$ cat src/hdl/hbe_pkg.sv
// Shared types and constants for the hash binning engine.
`timescale 1ns / 1ps
package hbe_pkg;

  // Widest bin index and slot carried between front and back
  localparam int BIN_FW  = 20;
  localparam int SLOT_FW = 6;

  // Configuration register indexes
  localparam logic [2:0] REG_SEED  = 3'd0;
  localparam logic [2:0] REG_C3    = 3'd1;
  localparam logic [2:0] REG_C2    = 3'd2;
  localparam logic [2:0] REG_C1    = 3'd3;
  localparam logic [2:0] REG_C0    = 3'd4;
  localparam logic [2:0] REG_PRIME = 3'd5;
  localparam logic [2:0] REG_FINAL = 3'd6;
  localparam logic [2:0] REG_RBITS = 3'd7;

  typedef enum logic [1:0] {
    OP_READ   = 2'd0,
    OP_INSERT = 2'd1,
    OP_RANGE  = 2'd2
  } op_t;

  typedef enum logic [1:0] {
    ST_OK    = 2'd0,
    ST_FULL  = 2'd1,
    ST_RANGE = 2'd2
  } status_t;

  // Classified transaction passed from front to back
  typedef struct packed {
    op_t                op;
    logic [BIN_FW-1:0]  bin;
    logic [SLOT_FW-1:0] slot;
    logic [31:0]        data;
  } item_t;

  // Result transaction
  typedef struct packed {
    logic [9:0]  bin;
    logic [2:0]  slot;
    logic [31:0] data;
    logic        valid;
    status_t     status;
    logic [3:0]  peak;
  } res_t;

endpackage

$ cat src/hdl/hbe_queue.sv
// Two-entry queue between the front and back ends.
`timescale 1ns / 1ps
module hbe_queue (
  input  logic           clk,
  input  logic           rst_n,
  input  logic           push,
  input  hbe_pkg::item_t din,
  output logic           full,
  input  logic           pop,
  output hbe_pkg::item_t dout,
  output logic           empty
);
  import hbe_pkg::*;

  item_t      ent_r [2];
  logic       wptr_r, rptr_r;
  logic [1:0] cnt_r;

  // Advance pointers and count
  always_ff @(posedge clk) begin
    if (!rst_n) begin
      wptr_r <= 1'b0;
      rptr_r <= 1'b0;
      cnt_r  <= '0;
    end else begin
      if (push) wptr_r <= ~wptr_r;
      if (pop)  rptr_r <= ~rptr_r;
      cnt_r <= cnt_r + {1'b0, push} - {1'b0, pop};
    end
  end

  always_ff @(posedge clk) begin
    if (push) ent_r[wptr_r] <= din;
  end

  assign dout  = ent_r[rptr_r];
  assign full  = (cnt_r == 2'd2);
  assign empty = (cnt_r == 2'd0);

endmodule

$ cat config.mk
export PLATFORM = sky130hd
export DESIGN_NAME = hbe_queue
export DESIGN_NICKNAME = d
export VERILOG_FILES = /design/src/hdl/hbe_pkg.sv /design/src/hdl/hbe_queue.sv
export SDC_FILE = /design/constraint.sdc
export NUM_CORES = 1
export LEC_CHECK = 0
export ABC_AREA = 1
export BUFFER_PORTS_ARGS = -buffer_cell sky130_fd_sc_hd__buf_2
export CAP_MARGIN = 20
export CELL_PAD_IN_SITES_DETAIL_PLACEMENT = 2
export CELL_PAD_IN_SITES_GLOBAL_PLACEMENT = 2
export CORE_ASPECT_RATIO = 1.5
export CORE_MARGIN = 1.5
export CORE_UTILIZATION = 41
export CTS_BUF_LIST = sky130_fd_sc_hd__clkbuf_16
export DETAILED_ROUTE_END_ITERATION = 8
export GPL_TIMING_DRIVEN = 0
export HOLD_SLACK_MARGIN = 0.02
export PLACE_DENSITY = 0.9
export SYNTH_ARGS = -nofsm -noshare
export SYNTH_HDL_FRONTEND = slang
export SYNTH_SLANG_ARGS = --single-unit
$ cat constraint.sdc
create_clock -name clk -period 9.8 [get_ports clk]
set_input_delay 2.94 -clock clk [delete_from_list [all_inputs] [get_ports clk]]
set_output_delay 2.94 -clock clk [all_outputs]
set_load 0.02 [all_outputs]
After elaboration in Yosys (flattened, before gate mapping) --
Memory sizes are Yosys's and may differ from the RTL's. A register that Yosys moved wholly into a read port is not among the register bits. Cells that the tools add are included.
Word-level totals: flip-flop bits (word level) 4, bits in writable memories 120, bits of input ports 64, output and inout port bits 62, word-level logic and storage cells 14, memories 1
Memories:
- ent_r | words 2, bits a word 60, rd ports 1, clocked after memory_dff 1, write ports 1, line hbe_queue.sv:15 | item_t ent_r [2];
Cells by class: add/subtract/negate cells 2, equality and inequality tests 1, muxes and demuxes 4, bitwise gates (word level) 2, reductions and logical operators 1
Operators with widths (number):
- $mux 1 | 4
- $add 2x1->2 | 1
- $eq 2x2->1 const B | 1
- $logic_not 2->1 | 1
- $not 1->1 | 2
- $sub 2x1->2 | 1

Logic depth before layout (Yosys ltp) --
depth in word-level cells 3, gate-level depth with buffers 9, mapped depth without buffers 9

Worst setup path after synthesis --
Ideal clock, no wire load.
path type input to register, start point in push, end point mem ent_r[0][0] (netlist bit) (enable), library setup time 480 ps, data arrival time 5497 ps, data required time 9320 ps, setup slack 3823 ps, stages 2, buffers on the path 0, cell sequence inv_1 -> nor2_1
On the way: word-level cells in the longest chain between the ends 2
Ends and longest elaborated chain:
- start: declaration | line hbe_queue.sv:6 | input logic push,
- $mux 1 | line hbe_queue.sv:33 | if (push) ent_r[wptr_r] <= din;
- $mux 1 (not written as such) | line hbe_queue.sv:33
- end: declaration | line hbe_queue.sv:15
Every way passes these cells.

==> run_results.csv <==
group,metric,value,unit
timing,relSlewSlack,34.0,%
power,p_seq_share,46.2,%
global_routing,grt_use_total,18.6,%
critical_path,critical_path.max_stage_delay,0.32,ns
global_routing,antenna_found_initial,0,
critical_path,reg2reg_to,"ent_r[0][28]$_DFFE_PP_",
clocking,cts_root_buf,"clkbuf_16",
layout,fillers,1052,
hold_path,worstHoldEndpoint,"wptr_r$_SDFFE_PN0P_",
critical_path,critPathLaunchType,"flip-flop",
layout,layout.nets,432,
critical_path,reg2reg_depth,2,
layout,syn2layout_area_growth,28.9,%
critical_path,critPathKind,"flip-flop to primary output",
power,sw_frac_of_total,22.6,%
critical_path,path_cells,"buf_6 > buf_12 > mux2_4 > buf_2",
global_routing,grt_overflow,0,
timing,timing.fmax,222,MHz
timing,fin_tns_setup,0,ns
critical_path,cp_max_fo,10,
clocking,clkTransAtPathRegs,0.05,ns
critical_path,crit_required,6.86,ns
drt,antenna_left,0,
critical_path,critPathArrivalTime,1.56,ns
floorplanning,die_h,136,um
floorplanning,start_util,42.2,%
synthesis,synth.largest_area_cell,"edfxtp_1",
clocking,hold_buffers,0,
placed_design,io_buffers,125,
global_routing,grt_pass1_vias,2850,
power,power_frac_comb,11.6,%
drt,drt_iter0_drc,93,
hold_path,hold_path_depth,2,
drt,drtPass1Iterations,4,
drt,vias_per_cell,4.71,
floorplanning,die-area,0.0125,mm^2
critical_path,r2r_slack,8.06,ns
hold_path,holdCritPathClass,"flip-flop to flip-flop",
clocking,cts.sinks,125,
floorplanning,die_x,91.9,um
synthesis,yosys_warnings,0,
critical_path,worst-path-stages,4,
timing,drv_slew,0,
synthesis,synth-seq-cells,125,
synthesis,ys_top_cells_by_count,"edfxtp_1 (120), mux2_4 (60), nor2_1 (9)",
critical_path,cp_slowest_cell,"dfxtp_1",
timing,finalHoldViolations,0,
power,p_int,1.06,mW
synthesis,synth.distinct_cells,11,
synthesis,synth_most_common_cell,"edfxtp_1",
drt,totalWireLength,11.0,mm
synthesis,synth.net_count,286,
layout,layout-drive-gt1-share,58.0,%
timing,rsz0062_at_grt,"false",
clocking,clk-insertion-delay-late,0.41,ns
synthesis,synthCells,220,
placed_design,post-place-ws,5.23,ns
clocking,cts_made_buffers,17,
clocking,cts_buffer_depth,2,
critical_path,worstPathBufferInverterCount,3,
drt,vias,2489,
drt,avgRoutedWirePerCell,20.8,um
global_routing,grt_pass1_wl,16.3,mm
timing,setup_viol_count_final,0,
synthesis,synth-main-ff-cell,"edfxtp_1",
clocking,htreeDepth,4,
layout,antennaDiodeCount,0,
layout,fin_util,54.3,%
synthesis,avgSynthCellArea,22.1,um^2
critical_path,cp-end-kind,"primary output",
synthesis,yosysSeqAreaShare,76.2,%
power,p_clk_share,42.2,%
run_status,outcome,"complete, no violations",
power,p_leak,2.56,nW
timing,finalCritPeriodShare,45.9,%
floorplanning,placementRows,48,
power,p_sw,308,uW
timing,skew,0.00325,ns
floorplanning,ios,126,
critical_path,crit_family,"buffers and inverters",
synthesis,synth_area_leaders,"edfxtp_1 (74%), mux2_4 (19%), buf_12 (2.5%), dfxtp_1 (2.1%), nor2_1 (0.69%)",
synthesis,synthArstFlopShare,0,%
clocking,cts_setup_buffers,0,
synthesis,synth_top_area_share,74.1,%
power,irDropWorstVdd,0.117,mV
job,max-cap-violations,0,
critical_path,rr_startpoint,"wptr_r$_SDFFE_PN0P_",
floorplanning,coreArea,0.0115,mm^2
power,power.density,218,mW/mm^2
clocking,cts_tree,"built",
hold_path,worstHoldStart,"wptr_r$_SDFFE_PN0P_",
timing,tightest_slew,0.987,ns
clocking,post_cts_resized,0,
placed_design,gp_congestion,0.677,
timing,finalCriticalPeriod,4.50,ns
synthesis,synth_enable_flop_cells,120,
synthesis,netlist_area,0.00486,mm^2
placed_design,dp_hpwl,7.80,mm
power,total_power,1.36,mW
global_routing,grt_start_max_net_pins,32,
drt,drc_errors,0,
timing,setup_ws,5.30,ns
## sequential cells by signal, indices dropped and copies added (netlist names), named ones only
register	flops
wptr_r	1
rptr_r	1
cnt_r	2
ent_r	120
## cell usage in the layout (no fill, tap or decap), drive strengths merged
master | Yosys | final
buf | 7 | 134
edfxtp | 120 | 120
mux2 | 60 | 60
clkbuf | 0 | 17
inv | 7 | 11
nor2 | 9 | 9
nand2 | 8 | 8
clkinv | 0 | 8
dfxtp | 5 | 5
ha | 2 | 2
bufinv | 0 | 2
a21oi | 1 | 1
nand3 | 1 | 1
clkinvlp | 0 | 1
## how the worst max path moves through the flow
stage                    from  slack, ns                      to
finish              flip-flop       5.30                dout[17]
global route        flip-flop       5.23                dout[17]
CTS                 flip-flop       5.27                dout[17]
detailed placement       push       5.23   ent_r[0][5]$_DFFE_PP_
global placement         push       2.32  ent_r[0][29]$_DFFE_PP_
floorplan                push       3.82   ent_r[0][0]$_DFFE_PP_
## kinds of logic after synthesis
kind of cell / share of synthesized area (%)
compound gates: 0.103
buf+inv: 3.24
simple gates: 1.42
mux: 18.5
fa+ha+maj: 0.515
flops: 76.2
## worst min-delay path, stage by stage, from the launching register on
cell     delay, ns
dfxtp_1       0.34
nor2_1        0.11
nor2_1        0.05
## cell type report
cell class	count	area [um^2]	share of cell area, %
Multi-Input combinational cell	81	1010	16.1
Tap cell	150	188	3.00
Buffer	7	131	2.10
Clock inverter	15	118	1.88
Timing Repair Buffer	127	666	10.6
Inverter	7	26.3	0.419
Clock buffer	17	425	6.79
Sequential cell	125	3700	59.1
## through the flow
stage | hold slack (ns) | instance area (um^2) | cells
after floorplan | 0.463 | 4860 | 220
after global placement | 0.477 | 5670 | 495
after detailed placement | 0.542 | 5720 | 497
after CTS | 0.547 | 6260 | 529
after global routing | 0.584 | 6260 | 529
final | 0.542 | 6260 | 529
## per-layer routing
layer	vias to the layer above	wire length (um)	track usage, %
met1	1244	3990	18.8
met3	19	406	4.42
met4	0	280	9.74
met2	84	6350	34.9
met5	-	0	0
li1	1142	-	-
## power groups by stage
stage | Clock (mW) | Combinational, mW | Sequential (mW)
3_5_place_dp | 0 | 0.161 | 0.641
5_1_grt | 0.609 | 0.169 | 0.632
6_report | 0.575 | 0.159 | 0.630
2_1_floorplan | 0 | 0.105 | 0.637
3_3_place_gp | 0 | 0.150 | 0.638
4_1_cts | 0.590 | 0.162 | 0.630
(Power assumes the default switching activity.)
