--- src/hdl/hbe_pkg.sv ---
// Shared types and constants for the hash binning engine.
`timescale 1ns / 1ps
package hbe_pkg;

  // Widest bin index and slot carried between front and back
  localparam int BIN_FW  = 20;
  localparam int SLOT_FW = 6;

  // Configuration register indexes
  localparam logic [2:0] REG_SEED  = 3'd0;
  localparam logic [2:0] REG_C3    = 3'd1;
  localparam logic [2:0] REG_C2    = 3'd2;
  localparam logic [2:0] REG_C1    = 3'd3;
  localparam logic [2:0] REG_C0    = 3'd4;
  localparam logic [2:0] REG_PRIME = 3'd5;
  localparam logic [2:0] REG_FINAL = 3'd6;
  localparam logic [2:0] REG_RBITS = 3'd7;

  typedef enum logic [1:0] {
    OP_READ   = 2'd0,
    OP_INSERT = 2'd1,
    OP_RANGE  = 2'd2
  } op_t;

  typedef enum logic [1:0] {
    ST_OK    = 2'd0,
    ST_FULL  = 2'd1,
    ST_RANGE = 2'd2
  } status_t;

  // Classified transaction passed from front to back
  typedef struct packed {
    op_t                op;
    logic [BIN_FW-1:0]  bin;
    logic [SLOT_FW-1:0] slot;
    logic [31:0]        data;
  } item_t;

  // Result transaction
  typedef struct packed {
    logic [9:0]  bin;
    logic [2:0]  slot;
    logic [31:0] data;
    logic        valid;
    status_t     status;
    logic [3:0]  peak;
  } res_t;

endpackage

--- src/hdl/hbe_front.sv ---
// Front end: configuration registers, classification and the iterative hash unit.
`timescale 1ns / 1ps
module hbe_front #(
  parameter int NUM_BINS = 1024
) (
  input  logic          clk,
  input  logic          rst_n,
  input  logic          cfg_we,
  input  logic [2:0]    cfg_index,
  input  logic [63:0]   cfg_wdata,
  input  logic          in_accept,
  input  logic          in_action,
  input  logic [31:0]   in_element,
  input  logic [9:0]    in_bin_select,
  input  logic [2:0]    in_slot_select,
  output logic          busy,
  output logic          q_push,
  output hbe_pkg::item_t q_item,
  input  logic          q_full
);
  import hbe_pkg::*;

  localparam bit BINS_POW2 = ((NUM_BINS & (NUM_BINS - 1)) == 0);

  typedef enum logic [4:0] {
    F_IDLE = 5'b00001,
    F_MUL  = 5'b00010,
    F_DIV  = 5'b00100,
    F_NEXT = 5'b01000,
    F_PUSH = 5'b10000
  } fstate_t;

  typedef enum logic [1:0] {
    HS_FIRST  = 2'd0,
    HS_SECOND = 2'd1,
    HS_BIN    = 2'd2
  } hstage_t;

  logic [31:0] seed_r;
  logic [63:0] c3_r, c2_r, c1_r, c0_r, prime_r, final_r;
  logic [4:0]  rbits_r;

  fstate_t     state_r, state_nxt;
  hstage_t     stage_r, stage_nxt;
  logic [31:0] data_r, data_nxt;
  logic [31:0] hi_r, hi_nxt;
  logic [63:0] a_r, a_nxt, b_r, b_nxt, acc_r, acc_nxt, prod_r, prod_nxt;
  logic        pshift_r, pshift_nxt;
  logic [1:0]  mcnt_r, mcnt_nxt;
  logic [63:0] rem_r, rem_nxt, dvd_r, dvd_nxt, mod_r, mod_nxt;
  logic [5:0]  dcnt_r, dcnt_nxt;
  item_t       item_r, item_nxt;

  logic [31:0] mul_x, mul_y, lo_part, hi_part, val_in;
  logic [63:0] mul_p, acc_sum, mix_v;
  logic [64:0] dsh;
  logic        dge;

  // Configuration writes
  always_ff @(posedge clk) begin
    if (!rst_n) begin
      seed_r  <= '0;
      c3_r    <= '0;
      c2_r    <= '0;
      c1_r    <= '0;
      c0_r    <= '0;
      prime_r <= 64'd1;
      final_r <= 64'd1;
      rbits_r <= '0;
    end else if (cfg_we) begin
      case (cfg_index)
        REG_SEED:  seed_r  <= cfg_wdata[31:0];
        REG_C3:    c3_r    <= cfg_wdata;
        REG_C2:    c2_r    <= cfg_wdata;
        REG_C1:    c1_r    <= cfg_wdata;
        REG_C0:    c0_r    <= cfg_wdata;
        REG_PRIME: prime_r <= cfg_wdata;
        REG_FINAL: final_r <= cfg_wdata;
        REG_RBITS: rbits_r <= cfg_wdata[4:0];
        default: ;
      endcase
    end
  end

  // Split the element for permutation mode
  assign hi_part = in_element >> rbits_r;
  assign lo_part = in_element & ((32'h1 << rbits_r) - 32'h1);
  assign val_in  = (rbits_r == 5'd0) ? in_element : lo_part;

  // One 32x32 partial product per cycle
  always_comb begin
    case (mcnt_r)
      2'd0:    begin mul_x = a_r[31:0];  mul_y = b_r[31:0];  end
      2'd1:    begin mul_x = a_r[63:32]; mul_y = b_r[31:0];  end
      2'd2:    begin mul_x = a_r[31:0];  mul_y = b_r[63:32]; end
      default: begin mul_x = '0;         mul_y = '0;         end
    endcase
  end
  assign mul_p   = {32'b0, mul_x} * {32'b0, mul_y};
  assign acc_sum = acc_r + (pshift_r ? {prod_r[31:0], 32'b0} : prod_r);

  // Restoring remainder step, one bit a cycle
  assign dsh     = {rem_r, dvd_r[63]};
  assign dge     = dsh >= {1'b0, mod_r};
  assign mix_v   = {32'b0, hi_r} ^ rem_r;

  always_comb begin
    state_nxt  = state_r;
    stage_nxt  = stage_r;
    data_nxt   = data_r;
    hi_nxt     = hi_r;
    a_nxt      = a_r;
    b_nxt      = b_r;
    acc_nxt    = acc_r;
    prod_nxt   = prod_r;
    pshift_nxt = pshift_r;
    mcnt_nxt   = mcnt_r;
    rem_nxt    = rem_r;
    dvd_nxt    = dvd_r;
    mod_nxt    = mod_r;
    dcnt_nxt   = dcnt_r;
    item_nxt   = item_r;
    q_push     = 1'b0;
    case (state_r)
      F_IDLE: begin
        if (in_accept) begin
          if (in_action) begin
            item_nxt.op   = OP_READ;
            item_nxt.bin  = BIN_FW'(in_bin_select);
            item_nxt.slot = SLOT_FW'(in_slot_select);
            item_nxt.data = '0;
            state_nxt     = F_PUSH;
          end else begin
            data_nxt  = val_in;
            hi_nxt    = (rbits_r == 5'd0) ? 32'd0 : hi_part;
            a_nxt     = c3_r;
            b_nxt     = {32'b0, val_in ^ seed_r};
            acc_nxt   = c2_r;
            mcnt_nxt  = '0;
            pshift_nxt = 1'b0;
            stage_nxt = HS_FIRST;
            state_nxt = F_MUL;
          end
        end
      end
      F_MUL: begin
        if (mcnt_r != 2'd3) begin
          prod_nxt   = mul_p;
          pshift_nxt = (mcnt_r != 2'd0);
        end
        if (mcnt_r != 2'd0) begin
          acc_nxt = acc_sum;
        end
        mcnt_nxt = mcnt_r + 2'd1;
        if (mcnt_r == 2'd3) begin
          mod_nxt  = (stage_r == HS_FIRST) ? prime_r : final_r;
          dcnt_nxt = '0;
          if (mod_nxt == 64'd0) begin
            rem_nxt   = acc_sum;
            state_nxt = F_NEXT;
          end else begin
            rem_nxt   = '0;
            dvd_nxt   = acc_sum;
            state_nxt = F_DIV;
          end
        end
      end
      F_DIV: begin
        rem_nxt  = dge ? 64'(dsh - {1'b0, mod_r}) : dsh[63:0];
        dvd_nxt  = {dvd_r[62:0], 1'b0};
        dcnt_nxt = dcnt_r + 6'd1;
        if (dcnt_r == 6'd63) begin
          state_nxt = F_NEXT;
        end
      end
      F_NEXT: begin
        case (stage_r)
          HS_FIRST: begin
            a_nxt      = rem_r;
            b_nxt      = c1_r;
            acc_nxt    = c0_r;
            mcnt_nxt   = '0;
            pshift_nxt = 1'b0;
            stage_nxt  = HS_SECOND;
            state_nxt  = F_MUL;
          end
          HS_SECOND: begin
            item_nxt.slot = '0;
            item_nxt.data = data_r;
            if (rbits_r == 5'd0) begin
              // Plain mode: flag a hash beyond the bin count
              if (rem_r >= 64'(NUM_BINS)) begin
                item_nxt.op  = OP_RANGE;
                item_nxt.bin = '0;
              end else begin
                item_nxt.op  = OP_INSERT;
                item_nxt.bin = BIN_FW'(rem_r);
              end
              state_nxt = F_PUSH;
            end else if (BINS_POW2) begin
              item_nxt.op  = OP_INSERT;
              item_nxt.bin = BIN_FW'(mix_v & 64'(NUM_BINS - 1));
              state_nxt    = F_PUSH;
            end else begin
              // Reduce the mixed value by the bin count on the divider
              mod_nxt   = 64'(NUM_BINS);
              dvd_nxt   = mix_v;
              rem_nxt   = '0;
              dcnt_nxt  = '0;
              stage_nxt = HS_BIN;
              state_nxt = F_DIV;
            end
          end
          HS_BIN: begin
            item_nxt.op   = OP_INSERT;
            item_nxt.bin  = BIN_FW'(rem_r);
            item_nxt.slot = '0;
            item_nxt.data = data_r;
            state_nxt     = F_PUSH;
          end
          default: state_nxt = F_IDLE;
        endcase
      end
      F_PUSH: begin
        q_push = !q_full;
        if (!q_full) begin
          state_nxt = F_IDLE;
        end
      end
      default: state_nxt = F_IDLE;
    endcase
  end

  always_ff @(posedge clk) begin
    if (!rst_n) begin
      state_r <= F_IDLE;
      stage_r <= HS_FIRST;
    end else begin
      state_r <= state_nxt;
      stage_r <= stage_nxt;
    end
  end

  always_ff @(posedge clk) begin
    data_r   <= data_nxt;
    hi_r     <= hi_nxt;
    a_r      <= a_nxt;
    b_r      <= b_nxt;
    acc_r    <= acc_nxt;
    prod_r   <= prod_nxt;
    pshift_r <= pshift_nxt;
    mcnt_r   <= mcnt_nxt;
    rem_r    <= rem_nxt;
    dvd_r    <= dvd_nxt;
    mod_r    <= mod_nxt;
    dcnt_r   <= dcnt_nxt;
    item_r   <= item_nxt;
  end

  assign busy   = (state_r != F_IDLE);
  assign q_item = item_r;

  a_push_state: assert property (@(posedge clk) disable iff (!rst_n)
    q_push |-> state_r == F_PUSH)
    else $error("queue push outside push state");
  a_accept_idle: assert property (@(posedge clk) disable iff (!rst_n)
    in_accept |-> state_r == F_IDLE)
    else $error("transaction accepted while hashing");
  a_mul_done: assert property (@(posedge clk) disable iff (!rst_n)
    (state_r == F_MUL && mcnt_r == 2'd3) |=> (state_r == F_DIV || state_r == F_NEXT))
    else $error("multiply did not hand over to reduction");

endmodule

--- config.mk ---
export PLATFORM = sky130hd
export DESIGN_NAME = hbe_front
export DESIGN_NICKNAME = d
export VERILOG_FILES = /design/src/hdl/hbe_pkg.sv /design/src/hdl/hbe_front.sv
export SDC_FILE = /design/constraint.sdc
export NUM_CORES = 2
export LEC_CHECK = 0
export BUFFER_PORTS_ARGS = -buffer_cell sky130_fd_sc_hd__buf_2
export CAP_MARGIN = 5
export CORE_MARGIN = 8
export CORE_UTILIZATION = 55
export CTS_CLUSTER_SIZE = 24
export DETAILED_ROUTE_END_ITERATION = 8
export PLACE_DENSITY = 0.8
export SLEW_MARGIN = 20
export SYNTH_ARGS = -nofsm -noshare
export SYNTH_HDL_FRONTEND = slang
export SYNTH_SLANG_ARGS = --single-unit
--- constraint.sdc ---
create_clock -name clk -period 26.4 [get_ports clk]
set_input_delay 5.28 -clock clk [delete_from_list [all_inputs] [get_ports clk]]
set_output_delay 5.28 -clock clk [all_outputs]
set_load 0.02 [all_outputs]
**After elaboration in Yosys (flattened, before gate mapping)**

Cells that the tools add are included.

- Register bits after elaboration: 987
- Latch bits: 0
- RAM bits: 0
- ROM bits: 0
- Bits of input ports: 118
- Output and inout bits: 62
- Word-level logic and storage cells: 156
- Memories kept: 0

- $add $sub $neg: 5
- Multipliers: 1
- Div/mod/pow operators: 0
- $lt $le $gt $ge: 2
- Eq/ne operators: 31
- Shifts and indexed selects: 2
- Multiplexer cells: 53
- Bitwise logic cells: 4
- Reductions and logical operators: 32

Operators with widths:

| kind | count |
|---|---|
| 64-bit 2-to-1 mux | 17 |
| 64-bit one-hot mux with 2 select lines | 4 |
| 60-bit one-hot mux with 2 select lines | 2 |
| 64-bit one-hot mux with 3 select lines | 1 |
| 32-bit one-hot mux with 2 select lines | 2 |
| 60-bit 2-to-1 mux | 2 |
| 65-bit by 64-bit greater-or-equal comparator with 1-bit output | 1 |
| 64-bit adder | 1 |
| 64-bit by 11-bit greater-or-equal comparator with 1-bit output (second input constant) | 1 |
| 64-bit zero test | 1 |
| 32-bit by 32-bit multiplier with 64-bit output | 1 |
| 64-bit subtractor | 1 |
| 22-bit 2-to-1 mux | 2 |
| 32-bit bitwise AND | 1 |
| 32-bit 2-to-1 mux | 1 |
| 1-bit by 5-bit << shifter with 32-bit output (first input constant) | 1 |
| 32-bit by 5-bit >> shifter with 10-bit output | 1 |
| 32-bit by 1-bit subtractor with 32-bit output (second input constant) | 1 |
| 32-bit bitwise XOR | 1 |
| 5-bit 2-to-1 mux | 5 |
| 5-bit one-hot mux with 5 select lines | 1 |
| 2-bit inequality test (second input constant) | 11 |
| 2-bit AND reduction | 11 |
| 4-bit AND reduction | 4 |
| 35 further kinds | 56 |

**Depth between registers and ports, before layout**

- Depth after elaboration: 8
- Mapped depth: 38
- Mapped depth without buffers: 33

**Worst setup path before layout**

No wires, ideal clock.

- Path type: input to register
- Start point: in in_action
- End point: reg a_r[0], enable pin
- Library setup time: 618 ps
- Arrival time: 10931 ps
- Data required time: 25782 ps
- Setup slack: 14850 ps
- Stages: 4
- Cells stage by stage: nand2b_1 nand2_1 o21ai_0 nor2_1

- Longest elaborated chain between the ends: 2

RTL lines:

| item | line | source |
|---|---|---|
| start: declaration | hbe_front.sv:12 | `input logic in_action,` |
| 2-bit inequality test (no line) | - |  |
| 4-bit AND reduction (no line) | - |  |
| end signal: assignment | hbe_front.sv:247 | `a_r <= a_nxt;` |
| end: declaration | hbe_front.sv:47 | `logic [63:0] a_r, a_nxt, b_r, b_nxt, acc_r, acc_nxt, prod_r, prod_nxt;` |

Every way passes these cells.
A chain may end at the register's enable or synchronous reset.

**Final worst setup path**

- Start point: in q_full
- End point: out q_push

- Longest elaborated chain between the ends: 2

RTL lines:

| item | line | source |
|---|---|---|
| start: declaration | hbe_front.sv:19 | `input logic q_full` |
| 1-bit zero test | - |  |
| 1-bit 2-to-1 mux | hbe_front.sv:124 | `case (state_r)` |
| end: declaration | hbe_front.sv:17 | `output logic q_push,` |

Every way passes these cells.

==> run metrics <==
die area=0.1612 mm^2; unrepaired setup endpoints after global routing=false; CTS root buffer=clkbuf_16; area leader, netlist=fa_1; reg-to-reg critical path startpoint=mcnt_r[1]$_SDFFCE_PN0P_; DIE WIDTH=roughly 400 um; Post-CTS Setup Bufs=0; asr flop ratio synth=0; Final WS setup=between 15000 and 20000 ps; TritonCTS clock tree=done; dpl ws=15450 ps; TritonCTS Sinks=between 900 and 1000; RD Place Congestion=between 1 and 1.5; Seq/Total Area, Yosys=0.3088; Post-Syn Area per Cell=9.125 um^2; fin crit period=~11000 ps; Peak Freq=0.09128 GHz; Post-synth EDFFs=556; I/O pin cnt=between 150 and 200; DRT antenna net count=0; Critical Path Sink Type=output port; period utilisation layout=0.4150; Post-Layout Cell Count=10844; CP Data Arrival Time=around 5700 ps; number of max-cap violations=0; fin util=0.5909; Hold-fix buffers, CTS=0; global-route wire length before repair=between 400 and 500 mm; fillers=approximately 13000; Final Routed Wirelength=between 200 and 300 mm; Total GRT Usage=0.3598; CTS H-tree depth=3; most frequent cell after synthesis=nand2_1; Setup CP Type=in -> out; grt total ovfl=0; WP data required=around 21000 ps; Area Growth Syn to Fin=6.732%; HPWL after DPL=around 220 mm; Yosys top cell area share=0.2199; Final Setup Violations=0; Post-Route Setup TNS=0 ps; Final Slew Violations=0; Clock transition at path regs=60 ps; number of CTS-inserted buffers=96; # resized after CTS=0; layout cells sized above 1=0.07727; initial antenna violation count=22; Yosys warning count=0; Clock Tree Buf Depth=3; Clock Skew=25.26 ps; top cells by count, synth=nand2_1, inv_1, fa_1, nor2_1, edfxtp_1; vias per std cell=between 6 and 7; Die Y=401.6 um; final hold viol count=0; Port Buf Inserts=about 180; # nets final=a little over 10000; drt wl/cell=27.39 um; vias in the first global route=approximately 67000; Inst Count DP=around 11000; DR pass1 iterations=6; synthesized cell area=between 0.08 and 0.09 mm^2; DRC Markers=0; Initial Util=0.5537; Max-Slew Margin vs Limit=0.2391; largest net degree at the start of global routing=slightly below 200; CP startpoint kind=primary input; DRT iter0 DRCs=about 8800; Cells after Synth=approximately 9000; core area=0.1477 mm^2; Yosys cell types=97; crit-path max FO=2; clk_lat worst skew=700 ps; HP Start=c1_r[49]$_SDFFE_PN0P_; hold crit path type=reg -> reg; Crit. Startpoint=q_full; ranking of synthesized cells by area=fa_1, edfxtp_1, dfxtp_1; Synth Register Bits=just under 1000; status=finished clean; Worst Tran Pin Value=1131 ps; Synth Flop Type=edfxtp_1; Row Count=between 100 and 150; routed vias=between 60000 and 70000
## cell type report
class	instances	area, um^2	share of cell area
diodes	10	25.02	0.0002868
well taps	1930	2415	0.02767
repair buffers	300	1834	0.02102
multi-input cells	6450	50950	0.5839
flip-flops and latches	983	25250	0.2893
clock buffers	136	2718	0.03114
clock inverters	46	359.1	0.004115
inverters	989	3712	0.04254
## cell families (layout without fill, tap and decap cells)
kind of cell    count (synthesis)  in the layout  share of synthesized area
compound gates               1622           1622                     0.1339
xor+xnor                      213            213                    0.02282
fa+ha+maj                    1294           1294                     0.2805
buf+inv                      1539           1471                    0.07188
flops                         983            983                     0.3088
mux                           152            152                    0.02280
other cells                     1             23                 0.00004587
simple gates                 3156           3156                     0.1593
## final timing paths
kind / endpoint / slack [ps] / cells after the start
max reg2reg: prod_r[57]$_DFFE_PP_ / 16000 / 31
max: q_push / 15440 / 3
min reg2reg: c1_r[49]$_SDFFE_PN0P_ / 460 / 2
min: c1_r[49]$_SDFFE_PN0P_ / 460 / 2
## cells in the final DEF, fill, tap and decap left out, types with 35 or more instances in the layout
master | synthesis | routed
o21a_1 | 37 | 37
o21ai_0 | 289 | 289
nand4_1 | 60 | 60
inv_1 | 988 | 987
mux2_2 | 104 | 104
clkbuf_16 | 0 | 100
dfxtp_1 | 427 | 424
a22oi_1 | 133 | 126
o21bai_1 | 40 | 40
buf_4 | 7 | 123
fa_1 | 898 | 898
ha_1 | 396 | 394
nor4_1 | 37 | 37
edfxtp_1 | 556 | 556
and2_1 | 91 | 91
nor3_1 | 45 | 42
nor2b_1 | 71 | 71
a21o_1 | 117 | 117
or2_2 | 35 | 35
a21oi_1 | 287 | 286
xnor2_1 | 133 | 133
a21boi_0 | 432 | 431
nand3_1 | 58 | 53
nand2_1 | 1819 | 1815
xor2_1 | 80 | 80
nor2_1 | 840 | 828
buf_2 | 9 | 175
## sequential cells by signal, summed over array words and instances (netlist names), 6 cells and up
register	cells
mod_r	64
final_r	64
prime_r	64
c3_r	64
rem_r	64
a_r	64
dcnt_r	6
c2_r	64
dvd_r	64
acc_r	64
c0_r	64
hi_r	10
q_item	57
b_r	64
data_r	32
prod_r	64
c1_r	64
seed_r	32
## per-stage QoR
step	hold slack, ps	cell area [um^2]
finish	463.7	87260
global route	478.8	87250
CTS	464.3	87230
detailed placement	455.8	84150
global placement	448.8	84150
floorplan	438.8	81800
## worst max-delay path: stages
cell,delay (ps)
buf_2,110
nor2_1,110
buf_2,180
## layer usage
| layer | vias to the layer above | global-route usage | wire [um] | share of wire |
|---|---|---|---|---|
| met3 | 1013 | 0.08358 | 35690 | 0.12 |
| met1 | 32997 | 0.4527 | 105600 | 0.36 |
| met2 | 4390 | 0.5447 | 128300 | 0.43 |
| met5 | - | 0 | 43 | 0.00014 |
| li1 | 28946 | - | - | - |
| met4 | 6 | 0.2613 | 27440 | 0.092 |
Power is not shown: default switching activity piles up to over one toggle a cycle in this logic, so the estimate is an artifact.
